## src/design/c2s_pkg.sv

```systemverilog
package c2s_pkg;

    localparam int COORD_WIDTH_DEF     = 16;
    localparam int ANGLE_FRAC_BITS_DEF = 7;
    localparam int CORDIC_STAGES_DEF   = 18;

    // datapath: coordinates scaled so that full scale sits near 2^57
    localparam int DP_W      = 64;
    localparam int ANG_W     = 32;
    localparam int ACC_FRAC  = 22;
    localparam int GUARD_TOP = 58;

    // cordic gain 1.6467602581 in q30
    localparam logic [DP_W-1:0] GAIN_Q30 = 64'd1768195363;

    localparam logic signed [ANG_W-1:0] DEG_90  = 32'sd377487360;
    localparam logic signed [ANG_W-1:0] DEG_180 = 32'sd754974720;
    localparam logic signed [ANG_W-1:0] DEG_270 = 32'sd1132462080;
    localparam logic signed [ANG_W-1:0] DEG_360 = 32'sd1509949440;

    // atan(2^-i) in degrees, q22
    localparam logic signed [ANG_W-1:0] ATAN_DEG [32] = '{
        32'sd188743680, 32'sd111421900, 32'sd58872272, 32'sd29884485,
        32'sd15000234,  32'sd7507429,   32'sd3754631,  32'sd1877430,
        32'sd938729,    32'sd469366,    32'sd234683,   32'sd117342,
        32'sd58671,     32'sd29335,     32'sd14668,    32'sd7334,
        32'sd3667,      32'sd1833,      32'sd917,      32'sd458,
        32'sd229,       32'sd115,       32'sd57,       32'sd29,
        32'sd14,        32'sd7,         32'sd4,        32'sd2,
        32'sd1,         32'sd0,         32'sd0,        32'sd0
    };

    typedef struct packed {
        logic x_zero;
        logic y_zero;
        logic z_zero;
        logic x_neg;
        logic y_pos;
        logic z_pos;
    } t_flags;

    typedef struct packed {
        logic signed [DP_W-1:0]  x;
        logic signed [DP_W-1:0]  y;
        logic signed [DP_W-1:0]  zg;
        logic signed [DP_W-1:0]  mag_axis;
        logic signed [ANG_W-1:0] az;
        logic signed [ANG_W-1:0] el;
        t_flags                  flags;
    } t_cdata;

endpackage

```

## src/design/c2s_cordic_cell.sv

```systemverilog
module c2s_cordic_cell #(
    parameter bit PASS_EL = 1'b0,
    parameter int IDX     = 0
) (
    input  logic            i_clk,
    input  logic            i_en,
    input  c2s_pkg::t_cdata i_d,
    output c2s_pkg::t_cdata o_q
);
    import c2s_pkg::*;

    logic signed [DP_W-1:0]  cx;
    logic signed [DP_W-1:0]  cy;
    logic signed [DP_W-1:0]  dx;
    logic signed [DP_W-1:0]  dy;
    logic signed [ANG_W-1:0] base;
    logic signed [ANG_W-1:0] step;
    t_cdata                  n_q;
    t_cdata                  r_q;

    always_comb begin
        n_q  = i_d;
        cx   = i_d.x;
        cy   = i_d.y;
        base = PASS_EL ? i_d.el : i_d.az;
        // first elevation cell loads horizontal magnitude against scaled z
        if (PASS_EL && IDX == 0) begin
            cx   = (i_d.flags.x_zero || i_d.flags.y_zero) ? i_d.mag_axis : i_d.x;
            cy   = i_d.zg;
            base = '0;
        end
        dx   = cy >>> IDX;
        dy   = cx >>> IDX;
        step = ATAN_DEG[IDX];
        if (cy > 0) begin
            n_q.x = cx + dx;
            n_q.y = cy - dy;
            base  = base + step;
        end else begin
            n_q.x = cx - dx;
            n_q.y = cy + dy;
            base  = base - step;
        end
        if (PASS_EL) begin
            n_q.el = base;
        end else begin
            n_q.az = base;
        end
    end

    always_ff @(posedge i_clk) begin
        if (i_en) begin
            r_q <= n_q;
        end
    end

    assign o_q = r_q;

endmodule

```

## config.mk

```make
export PLATFORM = sky130hd
export DESIGN_NAME = c2s_cordic_cell
export DESIGN_NICKNAME = d
export VERILOG_FILES = /design/src/design/c2s_pkg.sv /design/src/design/c2s_cordic_cell.sv
export SDC_FILE = /design/constraint.sdc
export NUM_CORES = 1
export LEC_CHECK = 0
export BUFFER_PORTS_ARGS = -buffer_cell sky130_fd_sc_hd__buf_2
export CAP_MARGIN = 20
export CORE_AREA = 2 2 253 255
export CTS_CLUSTER_DIAMETER = 120
export DETAILED_ROUTE_END_ITERATION = 10
export DIE_AREA = 0 0 255 257
export GPL_ROUTABILITY_DRIVEN = 0
export HOLD_SLACK_MARGIN = 0.05
export PLACE_DENSITY_LB_ADDON = 0.3
export SETUP_SLACK_MARGIN = 0.4
export SLEW_MARGIN = 20
export SYNTH_ARGS = -nofsm -noshare
export SYNTH_HDL_FRONTEND = slang
export SYNTH_SLANG_ARGS = --single-unit
```

## constraint.sdc

```tcl
create_clock -name i_clk -period 3.35 [get_ports i_clk]
set_input_delay 0.1675 -clock i_clk [delete_from_list [all_inputs] [get_ports i_clk]]
set_output_delay 0.1675 -clock i_clk [all_outputs]
set_load 0.1 [all_outputs]
```

==> flow_summary.json <==
{
  "vias_per_cell": 5.52,
  "layout.nets": 4056,
  "synth_area_sq_um": 22100,
  "tns_ns": 0,
  "placement.io_buffers": 653,
  "synth_top_area_cell": "edfxtp_1",
  "cts.htree.levels": 2,
  "synthArstFlopShare_pct": 0,
  "first_pass_iters": 6,
  "synthDistinctLibCells": 82,
  "met3WireLength_um": 11300,
  "cts.root.buffer_cell": "clkbuf_16",
  "top_layer_used": "met5",
  "p_leak_uw": 0.0149,
  "numCtsBuffers": 39,
  "grt_max_degree": 100,
  "io_pins": 654,
  "rows": 92,
  "synth_nets": 2790,
  "hold_start": "i_en",
  "fill_cells": 5601,
  "hp-class": "input pin to register",
  "synth-main-ff-cell": "edfxtp_1",
  "required_ns": 3.67,
  "wl_met1_um": 42100,
  "routed_wirelength_um": 114000,
  "worstPathMaxFanout": 8,
  "end_kind": "register",
  "synth_top_area_share_pct": 44.2,
  "grt_first_pass_wirelength_um": 159000,
  "tightest_slew_ns": 0.900,
  "netlist_top_cells_area": "edfxtp_1 44%, ha_1 11%, a21oi_1 6.8%",
  "drive_above_1_share_pct": 36.9,
  "core_sq_um": 62700,
  "finalMaxSlewViolations": 0,
  "p_per_area_nw_per_um2": 531,
  "drc": 0,
  "dieArea_sq_um": 65500,
  "rsz0062_at_grt": "yes",
  "avgRoutedWirePerCell_um": 25.8,
  "hold_ws_ns": 0.0786,
  "largest_register_ffs": 325,
  "groute.usage.overall_pct": 33.1,
  "syn_inst": 2261,
  "grt-ovfl-total": 0,
  "dp_slack_ns": -0.977,
  "synthTopCellsByCount": "325 x edfxtp_1, 302 x a21oi_1, 199 x inv_1",
  "ant_nets": 0,
  "final_hold_viol_count": 0,
  "initial_core_util_pct": 35.2,
  "grt_pass1_vias": 24171,
  "wl_met2_um": 51300,
  "fmax_ghz": 0.334,
  "timing.final.crit_share_pct": 89.4,
  "synth_edf_count": 325,
  "cp-startpoint": "i_d[200]",
  "die_x_um": 255,
  "ctsLongestPathBuffers": 3,
  "slew_headroom_pct": 39.5,
  "clk_pin_slew_ns": 0.06,
  "cts_sinks": 325,
  "antenna_found_initial": 18,
  "yosysWarnings": 0,
  "drtIter0Drc": 3204,
  "ys_seq_area_share_pct": 44.2,
  "finalWorstSetupSlack_ns": 0.357,
  "hpwl_um": 90000,
  "maxCapViolations": 0,
  "power_uw": 17800,
  "vias": 24331,
  "period_needed_ns": 2.99,
  "worst-setup-path-type": "input pin to register",
  "area.growth.synth_to_final_pct": 52.0,
  "synth_seq_cells": 325,
  "synth_most_common_cell": "edfxtp_1",
  "final-setup-viol-count": 0,
  "ir_worst_vdd_mv": 0.366,
  "cts_tree": "done",
  "dieHeight_um": 257,
  "syn_avg_cell_area_sq_um": 9.77,
  "worstPathArrival_ns": 3.31,
  "status": "completed",
  "start_kind": "input pin"
}
logic make-up (layout without fill, tap and decap cells):
kind of cell	count (synthesis)	after routing	share of synthesized area (%)
buffers and inverters	294	1587	5.31
other	0	7	0
AO/OA/AOI/OAI	778	778	21.9
XOR/XNOR	134	134	5.31
flip-flops	325	325	44.2
adder cells (fa/ha/maj)	201	201	11.5
AND/OR/NAND/NOR	510	510	11.0
multiplexers	19	19	0.861
placed cells by master, fill, tap and decap left out, types with 62 or more instances in the layout:
| cell type | count |
|---|---|
| dlygate4sd3_1 | 190 |
| buf_2 | 648 |
| o21ai_0 | 138 |
| edfxtp_1 | 325 |
| a21oi_1 | 285 |
| nand2_1 | 134 |
| buf_4 | 465 |
| nor2_1 | 162 |
| ha_1 | 176 |
| inv_1 | 195 |
| o21bai_1 | 62 |
| xnor2_1 | 120 |
power by group:
group / total [uW] / switching (uW) / leakage (uW) / internal (uW)
sequential: 5370 / 269 / 0.00318 / 5100
combinational: 8140 / 6030 / 0.0111 / 2110
clock: 4330 / 1840 / 0.000612 / 2490
layer usage:
metal  up-vias  track usage, %
met5         -               0
met4        22            21.3
met3       380            8.01
met2      1591            53.1
met1     11510            39.4
li1      10828               -
worst paths after layout:
check,to,slack [ns],depth (start not counted)
setup / recovery,o_q[313],0.36,16
hold / removal,o_q[236],0.08,1
cell type report:
type | instances | area (sq um) | share of cell area, %
Multi-Input combinational cell | 1642 | 11900 | 35.5
Sequential cell | 325 | 9760 | 29.0
Timing Repair Buffer | 1316 | 8820 | 26.3
Tap cell | 846 | 1060 | 3.15
Clock buffer | 47 | 1030 | 3.06
Inverter | 203 | 769 | 2.29
Clock inverter | 21 | 219 | 0.652
Antenna cell | 7 | 17.5 | 0.0521
worst max-delay path, cell delays in order:
cell	delay (ns)
buf_2	0.13
inv_1	0.08
ha_4	0.27
buf_6	0.15
and3_1	0.19
o21ai_1	0.12
and3_1	0.23
o211ai_1	0.24
buf_4	0.18
nand2_1	0.15
o311a_1	0.39
o31a_1	0.40
buf_4	0.19
o21bai_1	0.15
mux2i_1	0.11
xnor2_1	0.15
through the flow:
| stage | std cells | utilization (%) | instance area (sq um) |
|---|---|---|---|
| after floorplan | 2261 | - | 22200 |
| final | 4407 | 53.6 | 33600 |
| after global placement | 4130 | 47.2 | 29600 |
| after detailed placement | 4130 | 47.2 | 29600 |
| after global routing | 4401 | 53.5 | 33600 |
| after CTS | 4394 | 52.8 | 33100 |
what timing repair did:
action | 4_1_cts | 5_1_grt
setup endpoints to repair | 128 | 60
gates resized for setup | 63 | 88
hold buffers | 190 | 0
pin swaps | 34 | 50
buffers inserted | 6 | 6
endpoints found under the hold margin | 190 | 0
(Power assumes the default switching activity.)
