[src/design/c2s_pkg.sv]
package c2s_pkg;

    localparam int COORD_WIDTH_DEF     = 16;
    localparam int ANGLE_FRAC_BITS_DEF = 7;
    localparam int CORDIC_STAGES_DEF   = 18;

    // datapath: coordinates scaled so that full scale sits near 2^57
    localparam int DP_W      = 64;
    localparam int ANG_W     = 32;
    localparam int ACC_FRAC  = 22;
    localparam int GUARD_TOP = 58;

    // cordic gain 1.6467602581 in q30
    localparam logic [DP_W-1:0] GAIN_Q30 = 64'd1768195363;

    localparam logic signed [ANG_W-1:0] DEG_90  = 32'sd377487360;
    localparam logic signed [ANG_W-1:0] DEG_180 = 32'sd754974720;
    localparam logic signed [ANG_W-1:0] DEG_270 = 32'sd1132462080;
    localparam logic signed [ANG_W-1:0] DEG_360 = 32'sd1509949440;

    // atan(2^-i) in degrees, q22
    localparam logic signed [ANG_W-1:0] ATAN_DEG [32] = '{
        32'sd188743680, 32'sd111421900, 32'sd58872272, 32'sd29884485,
        32'sd15000234,  32'sd7507429,   32'sd3754631,  32'sd1877430,
        32'sd938729,    32'sd469366,    32'sd234683,   32'sd117342,
        32'sd58671,     32'sd29335,     32'sd14668,    32'sd7334,
        32'sd3667,      32'sd1833,      32'sd917,      32'sd458,
        32'sd229,       32'sd115,       32'sd57,       32'sd29,
        32'sd14,        32'sd7,         32'sd4,        32'sd2,
        32'sd1,         32'sd0,         32'sd0,        32'sd0
    };

    typedef struct packed {
        logic x_zero;
        logic y_zero;
        logic z_zero;
        logic x_neg;
        logic y_pos;
        logic z_pos;
    } t_flags;

    typedef struct packed {
        logic signed [DP_W-1:0]  x;
        logic signed [DP_W-1:0]  y;
        logic signed [DP_W-1:0]  zg;
        logic signed [DP_W-1:0]  mag_axis;
        logic signed [ANG_W-1:0] az;
        logic signed [ANG_W-1:0] el;
        t_flags                  flags;
    } t_cdata;

endpackage

[src/design/c2s_sqrt_cell.sv]
module c2s_sqrt_cell #(
    parameter int CW = c2s_pkg::COORD_WIDTH_DEF
) (
    input  logic            i_clk,
    input  logic            i_en,
    input  logic [2*CW-1:0] i_n,
    input  logic [CW+1:0]   i_rem,
    input  logic [CW-1:0]   i_root,
    output logic [2*CW-1:0] o_n,
    output logic [CW+1:0]   o_rem,
    output logic [CW-1:0]   o_root
);
    import c2s_pkg::*;

    logic [CW+3:0]   tmp;
    logic [CW+3:0]   trial;
    logic [CW+1:0]   n_rem;
    logic [CW-1:0]   n_root;
    logic [2*CW-1:0] r_n;
    logic [CW+1:0]   r_rem;
    logic [CW-1:0]   r_root;

    // one root digit per cell, restoring form
    always_comb begin
        tmp   = {i_rem, i_n[2*CW-1 -: 2]};
        trial = {2'b00, i_root, 2'b01};
        if (tmp >= trial) begin
            n_rem  = (CW+2)'(tmp - trial);
            n_root = {i_root[CW-2:0], 1'b1};
        end else begin
            n_rem  = tmp[CW+1:0];
            n_root = {i_root[CW-2:0], 1'b0};
        end
    end

    always_ff @(posedge i_clk) begin
        if (i_en) begin
            r_n    <= {i_n[2*CW-3:0], 2'b00};
            r_rem  <= n_rem;
            r_root <= n_root;
        end
    end

    assign o_n    = r_n;
    assign o_rem  = r_rem;
    assign o_root = r_root;

endmodule

[config.mk]
export PLATFORM = sky130hd
export DESIGN_NAME = c2s_sqrt_cell
export DESIGN_NICKNAME = d
export VERILOG_FILES = /design/src/design/c2s_pkg.sv /design/src/design/c2s_sqrt_cell.sv
export SDC_FILE = /design/constraint.sdc
export NUM_CORES = 1
export LEC_CHECK = 0
export BUFFER_PORTS_ARGS = -buffer_cell sky130_fd_sc_hd__buf_2
export CAP_MARGIN = 5
export CORE_ASPECT_RATIO = 1.5
export CORE_MARGIN = 4
export CORE_UTILIZATION = 34
export DETAILED_ROUTE_END_ITERATION = 10
export GPL_ROUTABILITY_DRIVEN = 0
export REMOVE_ABC_BUFFERS = 1
export SLEW_MARGIN = 0
export SYNTH_ARGS = -nofsm -noshare
export SYNTH_HDL_FRONTEND = slang
export SYNTH_SLANG_ARGS = --single-unit
[constraint.sdc]
create_clock -name i_clk -period 3.6 [get_ports i_clk]
set_clock_uncertainty 0.15 [all_clocks]
set_input_delay 0.18 -clock i_clk [delete_from_list [all_inputs] [get_ports i_clk]]
set_output_delay 0.18 -clock i_clk [all_outputs]
set_load 0.02 [all_outputs]
==> results of run 1 <==
## kinds of logic after synthesis
logic type | count (synthesis) | share of synthesized area [%]
DFF | 64 | 61.2
and+or+nand+nor | 46 | 7.14
AOI/OAI and AO/OA | 43 | 10.4
buffers and inverters | 26 | 3.67
adders and majority gates | 18 | 7.18
muxes | 18 | 6.34
xor gates and xnor gates | 14 | 3.91
other | 1 | 0.120
## metal layers
layer	part of all wire, %	routed length, um	vias up	GRT usage [%]
li1	-	-	1226	-
met4	1.7	132	0	5.87
met3	7.2	550	11	3.33
met1	39	2960	1148	15.5
met2	53	4040	90	25.2
met5	0	0	-	0
## area by class of cell
type | count | area, sq um
multi-input cells | 141 | 1100
clock inverters | 7 | 119
flip-flops and latches | 64 | 1920
inverters | 20 | 75.1
fillers | 811 | 4240
repair buffers | 177 | 1110
well taps | 110 | 138
clock buffers | 9 | 225
## through the flow
| step | hold slack (ps) | cell area (sq um) |
|---|---|---|
| final | 16.5 | 4700 |
| after detailed placement | 208 | 3900 |
| after CTS | 6.90 | 4700 |
| after global routing | 23.4 | 4700 |
| after floorplan | 129 | 3100 |
| after global placement | 207 | 3900 |
## where the power goes
group | switching [mW] | internal (mW)
sequential | 0.0166 | 0.914
combinational | 0.280 | 0.212
clock | 0.311 | 0.677
## registers in the layout (all words and copies together) (netlist names)
register and cells:
o_n 30, o_rem 18, o_root 16
## cells in the mapped netlist (2+ instances only)
library cell  instances
edfxtp_1             64
inv_1                20
ha_1                 18
a21oi_1              15
mux2_2               13
nand2_1              12
nor2_1               11
xnor2_1              10
nor3_1                6
o21a_1                6
nand3_1               5
xor2_1                4
a211oi_1              3
a31oi_1               3
mux2i_1               3
nand2b_1              3
a21o_1                2
buf_2                 2
buf_4                 2
mux2_1                2
nand4_1               2
o21ai_0               2
o21ai_2               2
## worst max path at each step
stage | startpoint | end | cells past startpoint
3_3_place_gp | i_root[7] | o_rem[11]$_DFFE_PP_ | 8
5_1_grt | i_root[7] | o_rem[13]$_DFFE_PP_ | 9
3_5_place_dp | i_root[7] | o_rem[3]$_DFFE_PP_ | 8
2_1_floorplan | i_root[7] | o_rem[10]$_DFFE_PP_ | 7
4_1_cts | i_root[7] | o_rem[7]$_DFFE_PP_ | 9
6_report | i_root[7] | o_rem[7]$_DFFE_PP_ | 9
## timing repair
action / 4_1_cts / 5_1_grt
hold buffers: 45 / 0
endpoints found under the hold margin: 45 / 0
gates resized for setup: 0 / 0
==> metrics.md, run 1 <==
| Metric | Value |
|---|---|
| DR vias | 2475 |
| Min Tclk post-route | between 2000 and 3000 ps |
| HP Class | primary input to flip-flop |
| # setup viols final | 0 |
| Rel. slew slack | between 40% and 50% |
| Core ar. | about 8900 sq um |
| Worst path cell trace | dlygate4sd3_1 > buf_2 > inv_1 > ha_1 > a21oi_1 > o21ai_1 > a31oi_1 > o211ai_4 > mux2_2 |
| Share of the synthesized area in the top cell type | between 60% and 70% |
| Die Ht | roughly 130 um |
| Cells after Synth | 230 |
| VDD IR-drop max | a little over 0.4 mV |
| Clock Sinks | 64 |
| Clock root buffer | clkbuf_16 |
| H-Tree Depth | 3 |
| Worst Hold Launch | i_rem[12] |
| TritonCTS buffer count | 9 |
| Initial antenna violation count | 0 |
| Least-Margin Pin Slew | just over 800 ps |
| Synthesized area | 3140 sq um |
| Synth area leaders | edfxtp_1 (61%), ha_1 (7.2%), mux2_2 (4.7%) |
| Final hold viol count | 0 |
| Ports | between 100 and 150 |
| Vias in the first global route | roughly 2.6k |
| 1st-pass router iterations | 4 |
| Fin worst setup slack | approximately 700 ps |
| Cell area power density | approximately 510 nW/um^2 |
| Status | finished clean |
| Share of cells above drive strength 1 | about two fifths |
| Cell variety after synth | 43 |
| DIE AREA | between 10000 and 15000 sq um |
| Max-slew violations | 0 |
| Largest net degree at the start of global routing | 34 |
| Main synth FF type | edfxtp_1 |
| Dpl cells | roughly 470 |
| Required @ worst endpoint | 3520 ps |
| Antenna Cells | 0 |
| Period Utilization, post-route | about four fifths |
| Post-route insts no fill | ~530 |
| Nets | approximately 500 |
| Critical path class | primary input to flip-flop |
| Via density | 4.69 |
| # port buffers | 131 |
| WHS Path Cells | 2 |
| Post-CTS setup buffer count | 0 |
| Synth async-reset ratio | 0% |
| Clock-pin slew on the worst setup and hold paths | ~50 ps |
| Starting DRT DRC Count | 58 |
| RSZ-0062 raised after global routing | no |
| Leading area contributor after synthesis | edfxtp_1 |
| Hold EP | o_rem[14]$_DFFE_PP_ |
| Rows | 42 |
| Syn Area/Cell | around 14 sq um |
| Max frequency | approximately 340 MHz |
| Critical path launch point type | primary input |
| Post-layout util | between 50% and 60% |
| Crit path capture type | flip-flop |
| Clock tree from TritonCTS | yes |
| Ys Warns | 0 |
| P&R area growth vs syn | 49.7% |
| ANT nets after route | 0 |
| Routed WL per cell | 14.6 um |
| Post-DP HPWL | 5540 um |
| Die width | about 86 um |
| Most common cell after layout, fill and taps aside | buf_2 |
| Starting density of the core | about a third |
| Maxcap violations | 0 |
| Buffer and inverter count on the worst path | 3 |
| Drt total wl | 7680 um |
| Total Power | 2.41 mW |
| FF+latch count, synth | 64 |
| Max clock buf depth | 2 |
| Post-synth EDFFs | 64 |
| Worst Path Arrival | between 2000 and 3000 ps |
| Crit-path max cell delay | 630 ps |
| Pleak | around 2.1 nW |
| Slowest cell on crit path | o211ai_4 |
| Seq/Total Area, Yosys | about three fifths |
| Gr usage total | between 10 and 15% |
| Pre-CTS setup slack | between 900 and 1000 ps |
| Crit Path Max Fanout | 19 |
| Drc violations | 0 |
| Setup tns final | 0 ps |
| Most frequent cells in the layout | buf_2 (131), edfxtp_1 (64), dlygate4sd3_1 (45) |
| Global-route wire length before repair | around 12000 um |
| Critical path's top delay family | compound AO/OA/AOI/OAI gates |
| Grt ovf | 0 |
Power figures use the tool's default switching activity.
==> run 2, diff against run 1 <==
--- a/config.mk
+++ b/config.mk
@@ -5,6 +5,7 @@
 export SDC_FILE = /design/constraint.sdc
 export NUM_CORES = 1
 export LEC_CHECK = 0
+export ABC_AREA = 1
 export BUFFER_PORTS_ARGS = -buffer_cell sky130_fd_sc_hd__buf_2
 export CAP_MARGIN = 5
 export CORE_ASPECT_RATIO = 1.5
==> constraint.sdc (replaced) <==
create_clock -name i_clk -period 2.7 [get_ports i_clk]
set_clock_uncertainty 0.15 [all_clocks]
set_input_delay 0.135 -clock i_clk [delete_from_list [all_inputs] [get_ports i_clk]]
set_output_delay 0.135 -clock i_clk [all_outputs]
set_load 0.02 [all_outputs]
==> run 2 against run 1 <==
  * Via count is 19% higher
  * Setup slack lost 450 ps
  * Largest power group is now registers
  * Sequential power is 33% higher
  * Total power increased by 28%
  * Clock power rose by 20%
  * Flip-flop and latch count unchanged
  * Critical endpoint is now o_rem[14]$_DFFE_PP_
  * Largest cell class unchanged
==> metrics.md, run 2 <==
| Metric | Value |
|---|---|
| Status | finished clean (unchanged) |
| Most frequent cells in the layout | buf_2 (131), nand2_1 (123), edfxtp_1 (64) (was buf_2 (131), edfxtp_1 (64), dlygate4sd3_1 (45)) |
| Cell area power density | 613 nW/um^2 (was 513 nW/um^2) |
| Simple-gate share of the synthesized area | 22.3% (was 7.14%) |
| TritonCTS buffer count | 9 (unchanged) |
| Nets | 626 (was 499) |
| Max-slew violations | 0 (unchanged) |
| FF+latch count, synth | 64 (unchanged) |
| Most common cell in the synthesized netlist | nand2_1 (was edfxtp_1) |
| Setup tns final | 0 ps (unchanged) |
| Period Utilization, post-route | between 90% and 100% |
| NetSw | 0.805 mW (was 0.608 mW) |
| Critical path class | primary input to flip-flop (unchanged) |
| Max frequency | 409 MHz |
| Syn Area/Cell | 9.81 sq um (was 13.6 sq um) |
| Largest net degree at the start of global routing | 38 (was 34) |
| Global-route wire length before repair | 13500 um (was 11900 um) |
| Max clock buf depth | 2 (unchanged) |
| CTS Hold Buffers Added | 61 (was 45) |
| Synthesized area | 3330 sq um (was 3140 sq um) |
| Sw Ratio | 26.1% (was 25.2%) |
| VDD IR-drop max | 0.456 mV (was 0.414 mV) |
| Cell variety after synth | 24 (was 43) |
| Clock Sinks | 64 (unchanged) |
| Rows | 44 (was 42) |
| 1st-pass router iterations | 4 (unchanged) |
| Pleak | 2.47 nW (was 2.06 nW) |
| Grt ovf | 0 (unchanged) |
| Share of cells above drive strength 1 | 28.9% (was 39.7%) |
| Leading area contributor after synthesis | edfxtp_1 (unchanged) |
| Clk pwr share | 38.2% (was 41.0%) |
| CTS resizes | 0 (unchanged) |
| Comb power frac | 21.6% (was 20.4%) |
| Synth area leaders | edfxtp_1 (58%), nand2_1 (14%), ha_1 (6.8%) (was edfxtp_1 (61%), ha_1 (7.2%), mux2_2 (4.7%)) |
| Post-synth EDFFs | 64 (unchanged) |
| RSZ-0062 raised after global routing | no (unchanged) |
| Critical path launch point type | primary input (unchanged) |
| GR Layer Usage met1 | 15.9% (was 15.5%) |
| Clock tree from TritonCTS | yes (unchanged) |
| DIE AREA | 11500 sq um (was 10900 sq um) |
| Most common cell after layout, fill and taps aside | buf_2 (unchanged) |
| HP Class | primary input to flip-flop (unchanged) |
| Starting density of the core | 34.6% (was 35.1%) |
| Mux contribution to synthesized area | 0% (was 6.34%) |
| Via density | 4.46 (was 4.69) |
| # setup viols final | 0 (unchanged) |
| H-Tree Depth | 3 (unchanged) |
| DR vias | 2940 (was 2475) |
| Seq/Total Area, Yosys | 57.6% (was 61.2%) |
| Rel. slew slack | 53.2% (was 45.2%) |
| Largest family of logic cells by synthesized area | simple AND/OR/NAND/NOR gates (was compound AO/OA/AOI/OAI gates) |
| GR Util met2 | 28.0% (was 25.2%) |
| Maxcap violations | 0 (unchanged) |
| P&R area growth vs syn | 50.6% (was 49.7%) |
| Post-synthesis compound-gate area fraction | 3.00% (was 10.4%) |
| Min Tclk post-route | between 2000 and 2500 ps |
| Synth cell count leaders | nand2_1 (123), edfxtp_1 (64), inv_1 (51) (was edfxtp_1 (64), inv_1 (20), ha_1 (18)) |
| Antenna Cells | 0 (unchanged) |
| Required @ worst endpoint | 2620 ps (was 3520 ps) |
| Met3 usage | 2.67% (was 3.33%) |
| Synth async-reset ratio | 0% (unchanged) |
| Post-Synth Adder-Cell Area | 6.75% (was 7.18%) |
| Fillers | 884 (was 811) |
| Cells after Synth | 340 (was 230) |
| Die Ht | 129 um (was 126 um) |
| Clock-pin slew on the worst setup and hold paths | 50 ps (about the same) |
| # port buffers | 131 (unchanged) |
| Ys Warns | 0 (unchanged) |
| Max FFs per register | 30 (unchanged) |
| ANT nets after route | 0 (unchanged) |
| Flop pwr share | 40.2% (was 38.6%) |
| Gr usage total | 15.3% (was 14.0%) |
| Final hold viol count | 0 (unchanged) |
| Ports | 134 (unchanged) |
| Core ar. | 9630 sq um (was 8930 sq um) |
| Synth Area in XOR/XNOR | 2.85% (was 3.91%) |
| Busiest metal layer after global routing | met2 (unchanged) |
| Drc violations | 0 (unchanged) |
| Clock root buffer | clkbuf_16 (unchanged) |
| Hold slack | 47.6 ps (was 16.5 ps) |
| Die width | 88.9 um (was 86.4 um) |
| Share of the synthesized area in the top cell type | 57.6% (was 61.2%) |
| Vias in the first global route | 2970 (was 2565) |
| Post-DP HPWL | 6160 um (was 5540 um) |
| Post-CTS setup buffer count | 0 (unchanged) |
| Internal power | 2.28 mW (was 1.80 mW) |
| Routed WL per cell | 13.0 um (was 14.6 um) |
| Drt total wl | 8550 um (was 7680 um) |
| Crit Path Max Fanout | 21 (was 19) |
| Worst Path Arrival | 2370 ps (was 2820 ps) |
| Crit path capture type | flip-flop (unchanged) |
| Main synth FF type | edfxtp_1 (unchanged) |
| Initial antenna violation count | 0 (unchanged) |
| Least-Margin Pin Slew | 702 ps (was 822 ps) |
| Starting DRT DRC Count | 100 (was 58) |
==> run 2: cell count changes after synthesis, moves of 5 or more <==
cell and change:
nand2_1 +111, inv_1 +31, mux2_2 -13, xnor2_1 -9, nand3_1 +6, nand3_2 +6
nand3b_1 +6, o21a_1 -6, nor2_1 +5
==> run 2: final timing paths <==
check	startpoint	to	cells after the start
worst min-delay path	i_n[30]	o_rem[0]$_DFFE_PP_	2
worst max-delay path	i_root[5]	o_rem[14]$_DFFE_PP_	15
==> run 2: power by group through the flow <==
stage / Combinational [mW] / Sequential, mW / Clock [mW]
after floorplan: 0.242 / 1.39 / 0
after global placement: 0.593 / 1.26 / 0
final: 0.666 / 1.24 / 1.18
after detailed placement: 0.602 / 1.26 / 0
after CTS: 0.674 / 1.24 / 1.22
after global routing: 0.740 / 1.25 / 1.25
==> run 2: logic make-up (layout without fill, tap and decap cells) <==
group                    Yosys count  in the layout
AO/OA/AOI/OAI                     19             19
XOR/XNOR                          10             10
adder cells (fa/ha/maj)           18             18
buffers and inverters             57            260
flip-flops                        64             64
other                              1              2
AND/OR/NAND/NOR                  171            171
==> run 2: metrics by stage <==
| step | std cells | cell area [sq um] | setup WS, ps | utilization [%] | power (mW) |
|---|---|---|---|---|---|
| after floorplan | 336 | 3290 | 890 | - | 1.63 |
| after global placement | 583 | 4110 | 468 | 42.6 | 1.85 |
| after detailed placement | 583 | 4110 | 422 | 42.6 | 1.86 |
| after CTS | 659 | 5020 | 223 | 52.1 | 3.13 |
| after global routing | 659 | 5020 | 31.1 | 52.1 | 3.24 |
| final | 659 | 5020 | 253 | 52.1 | 3.08 |
==> run 2: worst max-delay path: stages <==
cell           delay (ps)
dlygate4sd3_1         540
buf_2                 120
inv_1                  40
ha_1                  330
nand2_1                70
inv_1                 100
nand2_1               100
nor2_1                 90
nand2_1                50
nand3b_1              120
nand2_1               110
nand2_4               250
inv_4                 160
nand2_1                90
nand2_1                60
==> run 2: layer usage <==
layer | part of all wire, % | wire length [um]
met5 | 0 | 0
met4 | 3.0 | 259
met2 | 53 | 4530
met3 | 6.6 | 567
met1 | 37 | 3190
==> run 2: cell type report <==
cell class	instances	area [sq um]	share of cell area, %
inverter	52	198	3.94
multi-input combinational	220	1170	23.3
clock inverter	5	72.6	1.45
sequential	64	1920	38.3
timing repair buffer	193	1290	25.6
clock buffer	10	229	4.56
tap	115	144	2.87
